**src/hdl/infix_to_postfix_converter_core_macros.svh**
```systemverilog
// Assertion macros for the infix to postfix converter.
// Included by the top level; needs nothing else.
`ifndef INFIX_TO_POSTFIX_CONVERTER_CORE_MACROS_SVH
`define INFIX_TO_POSTFIX_CONVERTER_CORE_MACROS_SVH

// Same-cycle implication, disabled in reset
`define ITP_ASSERT_NOW(lbl, clk, rst_n, ante, cons, msg) \
  lbl: assert property (@(posedge clk) disable iff (!(rst_n)) (ante) |-> (cons)) \
    else $error(msg);

// Next-cycle implication, disabled in reset
`define ITP_ASSERT_NEXT(lbl, clk, rst_n, ante, cons, msg) \
  lbl: assert property (@(posedge clk) disable iff (!(rst_n)) (ante) |=> (cons)) \
    else $error(msg);

`endif

```
**src/hdl/itp_pkg.sv**
```systemverilog
// Shared types, constants and helpers of the infix to postfix converter.
// No dependencies.
package itp_pkg;

  // operator characters
  localparam logic [7:0] CH_ADD = 8'h2B;  // '+'
  localparam logic [7:0] CH_SUB = 8'h2D;  // '-'
  localparam logic [7:0] CH_MUL = 8'h2A;  // '*'
  localparam logic [7:0] CH_DIV = 8'h2F;  // '/'

  // depth of the queue between front and back end
  localparam int unsigned QUEUE_DEPTH = 2;

  // operator codes; bit 1 set means high precedence
  typedef enum logic [1:0] {
    OP_ADD = 2'd0,
    OP_SUB = 2'd1,
    OP_MUL = 2'd2,
    OP_DIV = 2'd3
  } op_code_e;

  // back end phase
  typedef enum logic {
    PH_MAIN  = 1'b0,
    PH_FLUSH = 1'b1
  } phase_e;

  // classified item as queued between the two ends
  typedef struct packed {
    logic [7:0] symbol;
    logic       is_op;
    op_code_e   code;
    logic       is_last;
  } entry_t;

  // queue head offered to the back end
  typedef struct packed {
    logic   valid;
    entry_t entry;
  } head_t;

  // back end status, watched by the top level
  typedef struct packed {
    logic [1:0] stack_count;
    phase_e     phase;
  } back_status_t;

  // operator code back to its character
  function automatic logic [7:0] code_char(op_code_e code);
    logic [7:0] ch;
    case (code)
      OP_ADD:  ch = CH_ADD;
      OP_SUB:  ch = CH_SUB;
      OP_MUL:  ch = CH_MUL;
      OP_DIV:  ch = CH_DIV;
      default: ch = CH_ADD;
    endcase
    return ch;
  endfunction

endpackage

```
**src/hdl/itp_if.sv**
```systemverilog
// Valid/ready channels of the infix to postfix converter.
// No dependencies.
interface itp_in_if;
  logic       valid;
  logic       ready;
  logic [7:0] symbol;
  logic       is_last;

  modport source (output valid, output symbol, output is_last, input ready);
  modport sink   (input valid, input symbol, input is_last, output ready);
endinterface

interface itp_out_if;
  logic       valid;
  logic       ready;
  logic [7:0] out_symbol;
  logic       last_of_run;
  logic       expr_done;

  modport source (output valid, output out_symbol, output last_of_run,
                  output expr_done, input ready);
  modport sink   (input valid, input out_symbol, input last_of_run,
                  input expr_done, output ready);
endinterface

```
**src/hdl/itp_front.sv**
```systemverilog
// Front end: accepts characters, classifies them and queues them.
// Depends on itp_pkg and itp_in_if.
module itp_front #(
  parameter int unsigned Depth = itp_pkg::QUEUE_DEPTH
) (
  input  logic            clk_i,
  input  logic            rst_ni,
  itp_in_if.sink          in_i,
  output itp_pkg::head_t  head_o,
  input  logic            pop_i
);

  localparam int unsigned PtrW = (Depth > 1) ? $clog2(Depth) : 1;
  localparam int unsigned CntW = $clog2(Depth + 1);
  localparam logic [PtrW-1:0] LastPtr = PtrW'(Depth - 1);
  localparam logic [CntW-1:0] Full    = CntW'(Depth);

  itp_pkg::entry_t slot_q [Depth];
  logic [PtrW-1:0] wr_ptr_q, wr_ptr_d;
  logic [PtrW-1:0] rd_ptr_q, rd_ptr_d;
  logic [CntW-1:0] cnt_q, cnt_d;
  itp_pkg::entry_t in_entry;
  logic            push, pop;

  // classify the incoming character
  always_comb begin
    in_entry.symbol  = in_i.symbol;
    in_entry.is_last = in_i.is_last;
    in_entry.is_op   = 1'b1;
    case (in_i.symbol)
      itp_pkg::CH_ADD: in_entry.code = itp_pkg::OP_ADD;
      itp_pkg::CH_SUB: in_entry.code = itp_pkg::OP_SUB;
      itp_pkg::CH_MUL: in_entry.code = itp_pkg::OP_MUL;
      itp_pkg::CH_DIV: in_entry.code = itp_pkg::OP_DIV;
      default: begin
        in_entry.is_op = 1'b0;
        in_entry.code  = itp_pkg::OP_ADD;
      end
    endcase
  end

  assign in_i.ready = (cnt_q != Full);
  assign push       = in_i.valid && in_i.ready;
  assign pop        = pop_i && (cnt_q != '0);

  // pointer and fill bookkeeping
  always_comb begin
    wr_ptr_d = wr_ptr_q;
    rd_ptr_d = rd_ptr_q;
    cnt_d    = cnt_q;
    if (push) begin
      wr_ptr_d = (wr_ptr_q == LastPtr) ? '0 : wr_ptr_q + PtrW'(1);
    end
    if (pop) begin
      rd_ptr_d = (rd_ptr_q == LastPtr) ? '0 : rd_ptr_q + PtrW'(1);
    end
    case ({push, pop})
      2'b10:   cnt_d = cnt_q + CntW'(1);
      2'b01:   cnt_d = cnt_q - CntW'(1);
      default: cnt_d = cnt_q;
    endcase
  end

  always_ff @(posedge clk_i or negedge rst_ni) begin
    if (!rst_ni) begin
      wr_ptr_q <= '0;
      rd_ptr_q <= '0;
      cnt_q    <= '0;
    end else begin
      wr_ptr_q <= wr_ptr_d;
      rd_ptr_q <= rd_ptr_d;
      cnt_q    <= cnt_d;
    end
  end

  // queue storage, no reset
  always_ff @(posedge clk_i) begin
    if (push) begin
      slot_q[wr_ptr_q] <= in_entry;
    end
  end

  assign head_o.valid = (cnt_q != '0);
  assign head_o.entry = slot_q[rd_ptr_q];

endmodule

```
**src/hdl/itp_back.sv**
```systemverilog
// Back end: operator stack, pops, flushes; one result per cycle if ready.
// Depends on itp_pkg and itp_out_if.
module itp_back (
  input  logic                 clk_i,
  input  logic                 rst_ni,
  input  itp_pkg::head_t       head_i,
  output logic                 pop_o,
  itp_out_if.source            out_o,
  output itp_pkg::back_status_t status_o
);

  itp_pkg::op_code_e stack_q [2];
  logic [1:0]        cnt_q, cnt_d;
  itp_pkg::phase_e   phase_q, phase_d;

  logic       out_valid_q;
  logic [7:0] out_sym_q;
  logic       out_lor_q, out_done_q;

  logic              can_emit, emit;
  logic [7:0]        emit_sym;
  logic              emit_lor, emit_done;
  logic              push;
  logic              top_idx;
  itp_pkg::op_code_e top_code;
  logic              pop_cond, more_pops, flush;
  itp_pkg::entry_t   cur;

  assign cur      = head_i.entry;
  assign top_idx  = 1'(cnt_q - 2'd1);
  assign top_code = stack_q[top_idx];
  // top binds at least as tightly as the new operator
  assign pop_cond  = (cnt_q != 2'd0) && (top_code[1] >= cur.code[1]);
  assign more_pops = (cnt_q == 2'd2) && (stack_q[0][1] >= cur.code[1]);
  assign flush     = cur.is_last && (cnt_q != 2'd0);
  assign can_emit  = !out_valid_q || out_o.ready;

  // next action of the back end
  always_comb begin
    phase_d   = phase_q;
    cnt_d     = cnt_q;
    emit      = 1'b0;
    emit_sym  = cur.symbol;
    emit_lor  = 1'b0;
    emit_done = 1'b0;
    push      = 1'b0;
    pop_o     = 1'b0;
    case (phase_q)
      itp_pkg::PH_MAIN: begin
        if (head_i.valid) begin
          if (!cur.is_op) begin
            // operand: copy through
            emit      = 1'b1;
            emit_lor  = !flush;
            emit_done = cur.is_last && !flush;
            if (can_emit) begin
              if (flush) begin
                phase_d = itp_pkg::PH_FLUSH;
              end else begin
                pop_o = 1'b1;
              end
            end
          end else if (pop_cond) begin
            // pop a tighter or equal operator
            emit     = 1'b1;
            emit_sym = itp_pkg::code_char(top_code);
            emit_lor = !cur.is_last && !more_pops;
            if (can_emit) begin
              cnt_d = cnt_q - 2'd1;
            end
          end else begin
            // push; a full stack cannot occur here
            if (cnt_q != 2'd2) begin
              push  = 1'b1;
              cnt_d = cnt_q + 2'd1;
            end
            if (cur.is_last) begin
              phase_d = itp_pkg::PH_FLUSH;
            end else begin
              pop_o = 1'b1;
            end
          end
        end
      end
      itp_pkg::PH_FLUSH: begin
        if (cnt_q == 2'd0) begin
          phase_d = itp_pkg::PH_MAIN;
          pop_o   = 1'b1;
        end else begin
          emit      = 1'b1;
          emit_sym  = itp_pkg::code_char(top_code);
          emit_lor  = (cnt_q == 2'd1);
          emit_done = (cnt_q == 2'd1);
          if (can_emit) begin
            cnt_d = cnt_q - 2'd1;
            if (cnt_q == 2'd1) begin
              phase_d = itp_pkg::PH_MAIN;
              pop_o   = 1'b1;
            end
          end
        end
      end
      default: phase_d = itp_pkg::PH_MAIN;
    endcase
  end

  // control state
  always_ff @(posedge clk_i or negedge rst_ni) begin
    if (!rst_ni) begin
      phase_q     <= itp_pkg::PH_MAIN;
      cnt_q       <= 2'd0;
      out_valid_q <= 1'b0;
    end else begin
      phase_q <= phase_d;
      cnt_q   <= cnt_d;
      if (emit && can_emit) begin
        out_valid_q <= 1'b1;
      end else if (out_o.ready) begin
        out_valid_q <= 1'b0;
      end
    end
  end

  // result payload and stack entries
  always_ff @(posedge clk_i) begin
    if (emit && can_emit) begin
      out_sym_q  <= emit_sym;
      out_lor_q  <= emit_lor;
      out_done_q <= emit_done;
    end
    if (push) begin
      stack_q[cnt_q[0]] <= cur.code;
    end
  end

  assign out_o.valid       = out_valid_q;
  assign out_o.out_symbol  = out_sym_q;
  assign out_o.last_of_run = out_lor_q;
  assign out_o.expr_done   = out_done_q;

  assign status_o.stack_count = cnt_q;
  assign status_o.phase       = phase_q;

endmodule

```
**src/hdl/infix_to_postfix_converter_core.sv**
```systemverilog
// Top level of the infix to postfix converter: front end, queue, back end.
// Depends on itp_pkg, itp_if, itp_front, itp_back and the macro header.
//
// Converts a stream of expression characters (+ - * / as operators, any
// other byte as an operand) into postfix order without parentheses. The
// front end classifies each character into a queue of QueueDepth entries;
// the back end drains it, emitting one result per cycle from its output
// register while the output is ready. An operand is copied through; an
// operator first pops each stacked operator that binds at least as tightly,
// one result each, then pushes itself, and a character marked last then
// flushes the single operator stack. The back end works on one queued
// character at a time; the queue takes new ones until it is full.
`include "infix_to_postfix_converter_core_macros.svh"

module infix_to_postfix_converter_core #(
  parameter int unsigned QueueDepth = itp_pkg::QUEUE_DEPTH
) (
  input  logic       clk_i,
  input  logic       rst_ni,
  itp_in_if.sink     in_i,
  itp_out_if.source  out_o
);

  itp_pkg::head_t        head;
  logic                  pop;
  itp_pkg::back_status_t status;

  itp_front #(
    .Depth (QueueDepth)
  ) u_front (
    .clk_i  (clk_i),
    .rst_ni (rst_ni),
    .in_i   (in_i),
    .head_o (head),
    .pop_i  (pop)
  );

  itp_back u_back (
    .clk_i    (clk_i),
    .rst_ni   (rst_ni),
    .head_i   (head),
    .pop_o    (pop),
    .out_o    (out_o),
    .status_o (status)
  );

  // back end only retires an item the queue actually holds
  `ITP_ASSERT_NOW(a_pop_has_head, clk_i, rst_ni, pop, head.valid, "pop with empty queue")
  // end of expression is always the end of its run
  `ITP_ASSERT_NOW(a_done_is_last, clk_i, rst_ni, out_o.valid && out_o.expr_done,
                  out_o.last_of_run, "expr_done without last_of_run")
  // a stalled result stays offered and unchanged
  `ITP_ASSERT_NEXT(a_out_hold, clk_i, rst_ni, out_o.valid && !out_o.ready,
                   out_o.valid && $stable(out_o.out_symbol) && $stable(out_o.last_of_run)
                   && $stable(out_o.expr_done), "result changed while stalled")
  // stack never grows past two entries
  `ITP_ASSERT_NOW(a_stack_bound, clk_i, rst_ni, 1'b1, status.stack_count != 2'd3,
                  "operator stack overflow")

endmodule
```
**src/flat_wrapper.sv**
```systemverilog
// flat-port wrapper written by rule: the top's interface ports become plain ports
module infix_to_postfix_converter_core_flat 
#(
  parameter int unsigned QueueDepth = itp_pkg::QUEUE_DEPTH
)
  (clk_i, rst_ni, in_i_valid, in_i_symbol, in_i_is_last, in_i_ready, out_o_valid, out_o_out_symbol, out_o_last_of_run, out_o_expr_done, out_o_ready);
  itp_in_if in_i_i ();
  itp_out_if out_o_i ();
  input  logic clk_i;
  input  logic rst_ni;
  input wire logic [$bits(in_i_i.valid)-1:0] in_i_valid;
  input wire logic [$bits(in_i_i.symbol)-1:0] in_i_symbol;
  input wire logic [$bits(in_i_i.is_last)-1:0] in_i_is_last;
  output wire logic [$bits(in_i_i.ready)-1:0] in_i_ready;
  output wire logic [$bits(out_o_i.valid)-1:0] out_o_valid;
  output wire logic [$bits(out_o_i.out_symbol)-1:0] out_o_out_symbol;
  output wire logic [$bits(out_o_i.last_of_run)-1:0] out_o_last_of_run;
  output wire logic [$bits(out_o_i.expr_done)-1:0] out_o_expr_done;
  input wire logic [$bits(out_o_i.ready)-1:0] out_o_ready;
  assign in_i_i.valid = in_i_valid;
  assign in_i_i.symbol = in_i_symbol;
  assign in_i_i.is_last = in_i_is_last;
  assign in_i_ready = in_i_i.ready;
  assign out_o_valid = out_o_i.valid;
  assign out_o_out_symbol = out_o_i.out_symbol;
  assign out_o_last_of_run = out_o_i.last_of_run;
  assign out_o_expr_done = out_o_i.expr_done;
  assign out_o_i.ready = out_o_ready;
  infix_to_postfix_converter_core #(.QueueDepth(QueueDepth)) u_core (.clk_i(clk_i), .rst_ni(rst_ni), .in_i(in_i_i), .out_o(out_o_i));
endmodule
```
**config.mk**
```make
export PLATFORM = sky130hd
export DESIGN_NAME = infix_to_postfix_converter_core_flat
export DESIGN_NICKNAME = d
export VERILOG_FILES = /design/src/hdl/itp_pkg.sv /design/src/hdl/itp_if.sv /design/src/hdl/itp_front.sv /design/src/hdl/itp_back.sv /design/src/hdl/infix_to_postfix_converter_core.sv /design/src/flat_wrapper.sv
export VERILOG_INCLUDE_DIRS = /design/src /design/src/hdl
export SDC_FILE = /design/constraint.sdc
export NUM_CORES = 1
export LEC_CHECK = 0
export BUFFER_PORTS_ARGS = -buffer_cell sky130_fd_sc_hd__buf_2
export CAP_MARGIN = 30
export CORE_UTILIZATION = 42
export DETAILED_ROUTE_END_ITERATION = 16
export PLACE_DENSITY = 0.63
export SYNTH_ARGS = -nofsm -noshare
export SYNTH_HDL_FRONTEND = slang
export SYNTH_HIERARCHICAL = 1
export SYNTH_SLANG_ARGS = --single-unit
```
**constraint.sdc**
```tcl
create_clock -name clk_i -period 5.5 [get_ports clk_i]
set_clock_uncertainty 0.15 [all_clocks]
set_input_delay 1.1 -clock clk_i [delete_from_list [all_inputs] [get_ports clk_i]]
set_output_delay 1.1 -clock clk_i [all_outputs]
set_load 0.02 [all_outputs]
```
==> run_results.csv <==
group,metric,value,unit
status,status,"finished, final reports clean",
cts,cts.sinks,46,
cts,post_cts_buffers,0,
timing,fmax,0.340,GHz
floorplanning,die_area,0.00531,sq mm
critical_path,crit_buf_inv,0,
power,total_power,1.49,mW
timing,min_period_over_period,53.4,%
critical_path,cp-start-kind,"flip-flop",
global_route,overflow,0,
critical_path,cpPeakStageDelay,760,ps
global_route,met1_usage,19.3,%
critical_path,cpLargestDelayFamily,"compound AO/OA/AOI/OAI gates",
cts,ctsHoldBuffers,0,
floorplanning,core_area,0.00479,sq mm
critical_path,crit_type,"reg2reg",
cts,ctsLongestPathBuffers,2,
global_route,busiest_layer,"met2",
global_route,grt_use_total,15.4,%
final_layout,num_antenna_cells,0,
drt,ant_nets,0,
timing,worst_slew_margin_rel,38.8,%
global_route,grt_pass1_vias,1266,
drt,drtPass1Iterations,4,
critical_path,critPathSlowestCell,"a21oi_1",
place,io_buffers,24,
global_route,grt_max_degree,15,
floorplanning,die_y,72.9,um
power,worst_ir_drop_vdd,0.235,mV
timing,slew_viol_final,0,
critical_path,cp.required,5270,ps
final_layout,nNetsFinal,200,
cts,cts_tree,"built",
final_layout,layout-drive-gt1-share,29.0,%
synthesis,syn_inst,153,
place,hpwl,2550,um
floorplanning,io_pins,25,
global_route,grt_first_pass_wirelength,6040,um
drt,drt-total-wl,3610,um
place,gp_congestion,0.928,
floorplanning,start_util,44.1,%
floorplanning,fp.dieW,72.9,um
synthesis,mappedNetlistArea,0.00211,sq mm
global_route,use_met3,4.56,%
global_route,grt.met2_usage,24.9,%
timing,setup_violations,0,
cts,htree_levels,2,
drt,via_per_inst,5.04,
timing,rsz0062_at_grt,"false",
timing,finalHoldViolations,0,
critical_path,crit_path_end_kind,"flip-flop",
final_layout,synthToLayoutAreaGrowth,14.6,%
cts,path_clk_slew,80,ps
drt,wl_per_cell,14.4,um
floorplanning,rows,25,
critical_path,crit_chain,"mux2_2, a21oi_1, o21ai_0, a21oi_1",
critical_path,crit_arrival,2710,ps
min_path,hold_path_class,"reg2reg",
drt,route.detailed.drc,0,
flow_run,max-cap-violations,0,
timing,worst_slew_pin_slew,917,ps
cts,cts_buffers,5,
global_route,antenna_found_initial,0,
synthesis,avgSynthCellArea,13.8,sq um
drt,drtIter0Drc,141,
cts,ctsResizeCount,0,
power,powerDensity,615,mW/mm^2
final_layout,final_util,50.5,%
power,leakage,0.951,nW
critical_path,critical_path.max_fanout,13,
synthesis,syn-num-nets,171,
timing,final.setup.tns,0,ps
timing,period_needed,2940,ps
cts,root_buffer,"clkbuf_8",
drt,vias,1260,
critical_path,crit_top_cell,"a21oi_1",
cts,clock_latency,290,ps
synthesis,yosysWarnings,6,
placed cells by master, fill, tap and decap left out, types with 2 or more instances in the layout:
| master | n |
|---|---|
| and2_2 | 3 |
| inv_1 | 9 |
| mux2_2 | 12 |
| edfxtp_1 | 38 |
| nor2_1 | 6 |
| ha_1 | 5 |
| mux2i_1 | 4 |
| a21o_1 | 2 |
| dfrtp_1 | 8 |
| mux2_4 | 2 |
| nor2b_1 | 3 |
| nor4_1 | 2 |
| a211oi_1 | 2 |
| clkbuf_8 | 6 |
| buf_2 | 24 |
| nand2_1 | 12 |
| xnor2_1 | 5 |
| nand2b_1 | 4 |
| xor2_1 | 2 |
| a21oi_1 | 6 |
| or2b_1 | 2 |
| o21ai_0 | 6 |
flip-flops by register name (all words and copies together) (netlist names):
register and count:
u_core/u_front/wr_ptr_q 1, u_core/u_back/out_o.out_symbol 8, u_core/u_back/phase_q 1, u_core/u_back/out_o.expr_done 1
u_core/u_front/cnt_q 2, u_core/u_back/stack_q 4, u_core/u_front/rd_ptr_q 1, u_core/u_front/slot_q 24
u_core/u_back/cnt_q 2, u_core/u_back/out_o.valid 1, u_core/u_back/out_o.last_of_run 1
final cells by class:
type	count	area (sq um)
Fill cell	437	2370
Clock buffer	7	86.3
Tap cell	67	83.8
Multi-Input combinational cell	95	716
Sequential cell	46	1340
Inverter	9	33.8
Timing Repair Buffer	25	128
Clock inverter	1	30.0
routing by layer:
| metal | part of all wire, % | up-vias |
|---|---|---|
| li1 | - | 616 |
| met1 | 44 | 599 |
| met2 | 49 | 39 |
| met3 | 5.2 | 6 |
| met4 | 1.2 | 0 |
| met5 | 0 | - |
per-stage QoR:
step / cell area [sq um] / cells / worst slack, ps / hold slack (ps)
2_1_floorplan: 2110 / 153 / 2970 / 306
3_3_place_gp: 2290 / 241 / 2760 / 326
3_5_place_dp: 2300 / 242 / 2600 / 344
4_1_cts: 2420 / 250 / 2510 / 355
5_1_grt: 2420 / 250 / 2390 / 389
6_report: 2420 / 250 / 2560 / 349
worst register-to-register path: cells and delay by family, from the launching register on:
kind               cells  cell delay [ps]
muxes                  1              440
AOI/OAI and AO/OA      3             1290
DFF                    1              680
power breakdown:
part | internal (mW) | total (mW) | leakage, nW | switching [mW]
Combinational | 0.271 | 0.628 | 0.444 | 0.357
Clock | 0.148 | 0.254 | 0.0585 | 0.106
Sequential | 0.536 | 0.606 | 0.449 | 0.0709
final timing paths:
kind,start,end,slack (ps),cells after the start
setup reg to reg,u_core/u_front/rd_ptr_q,u_core/u_back/out_o.out_symbol[5],2560,4
max in group asynchronous,rst_ni,u_core/u_front/wr_ptr_q,4540,1
hold / removal,u_core/u_front/wr_ptr_q,u_core/u_front/wr_ptr_q,350,1
hold reg to reg,u_core/u_front/wr_ptr_q,u_core/u_front/wr_ptr_q,350,1
setup / recovery,u_core/u_front/rd_ptr_q,u_core/u_back/out_o.out_symbol[5],2560,4
min in group asynchronous,rst_ni,u_core/u_back/cnt_q[1],490,1
Power figures use the tool's default switching activity.
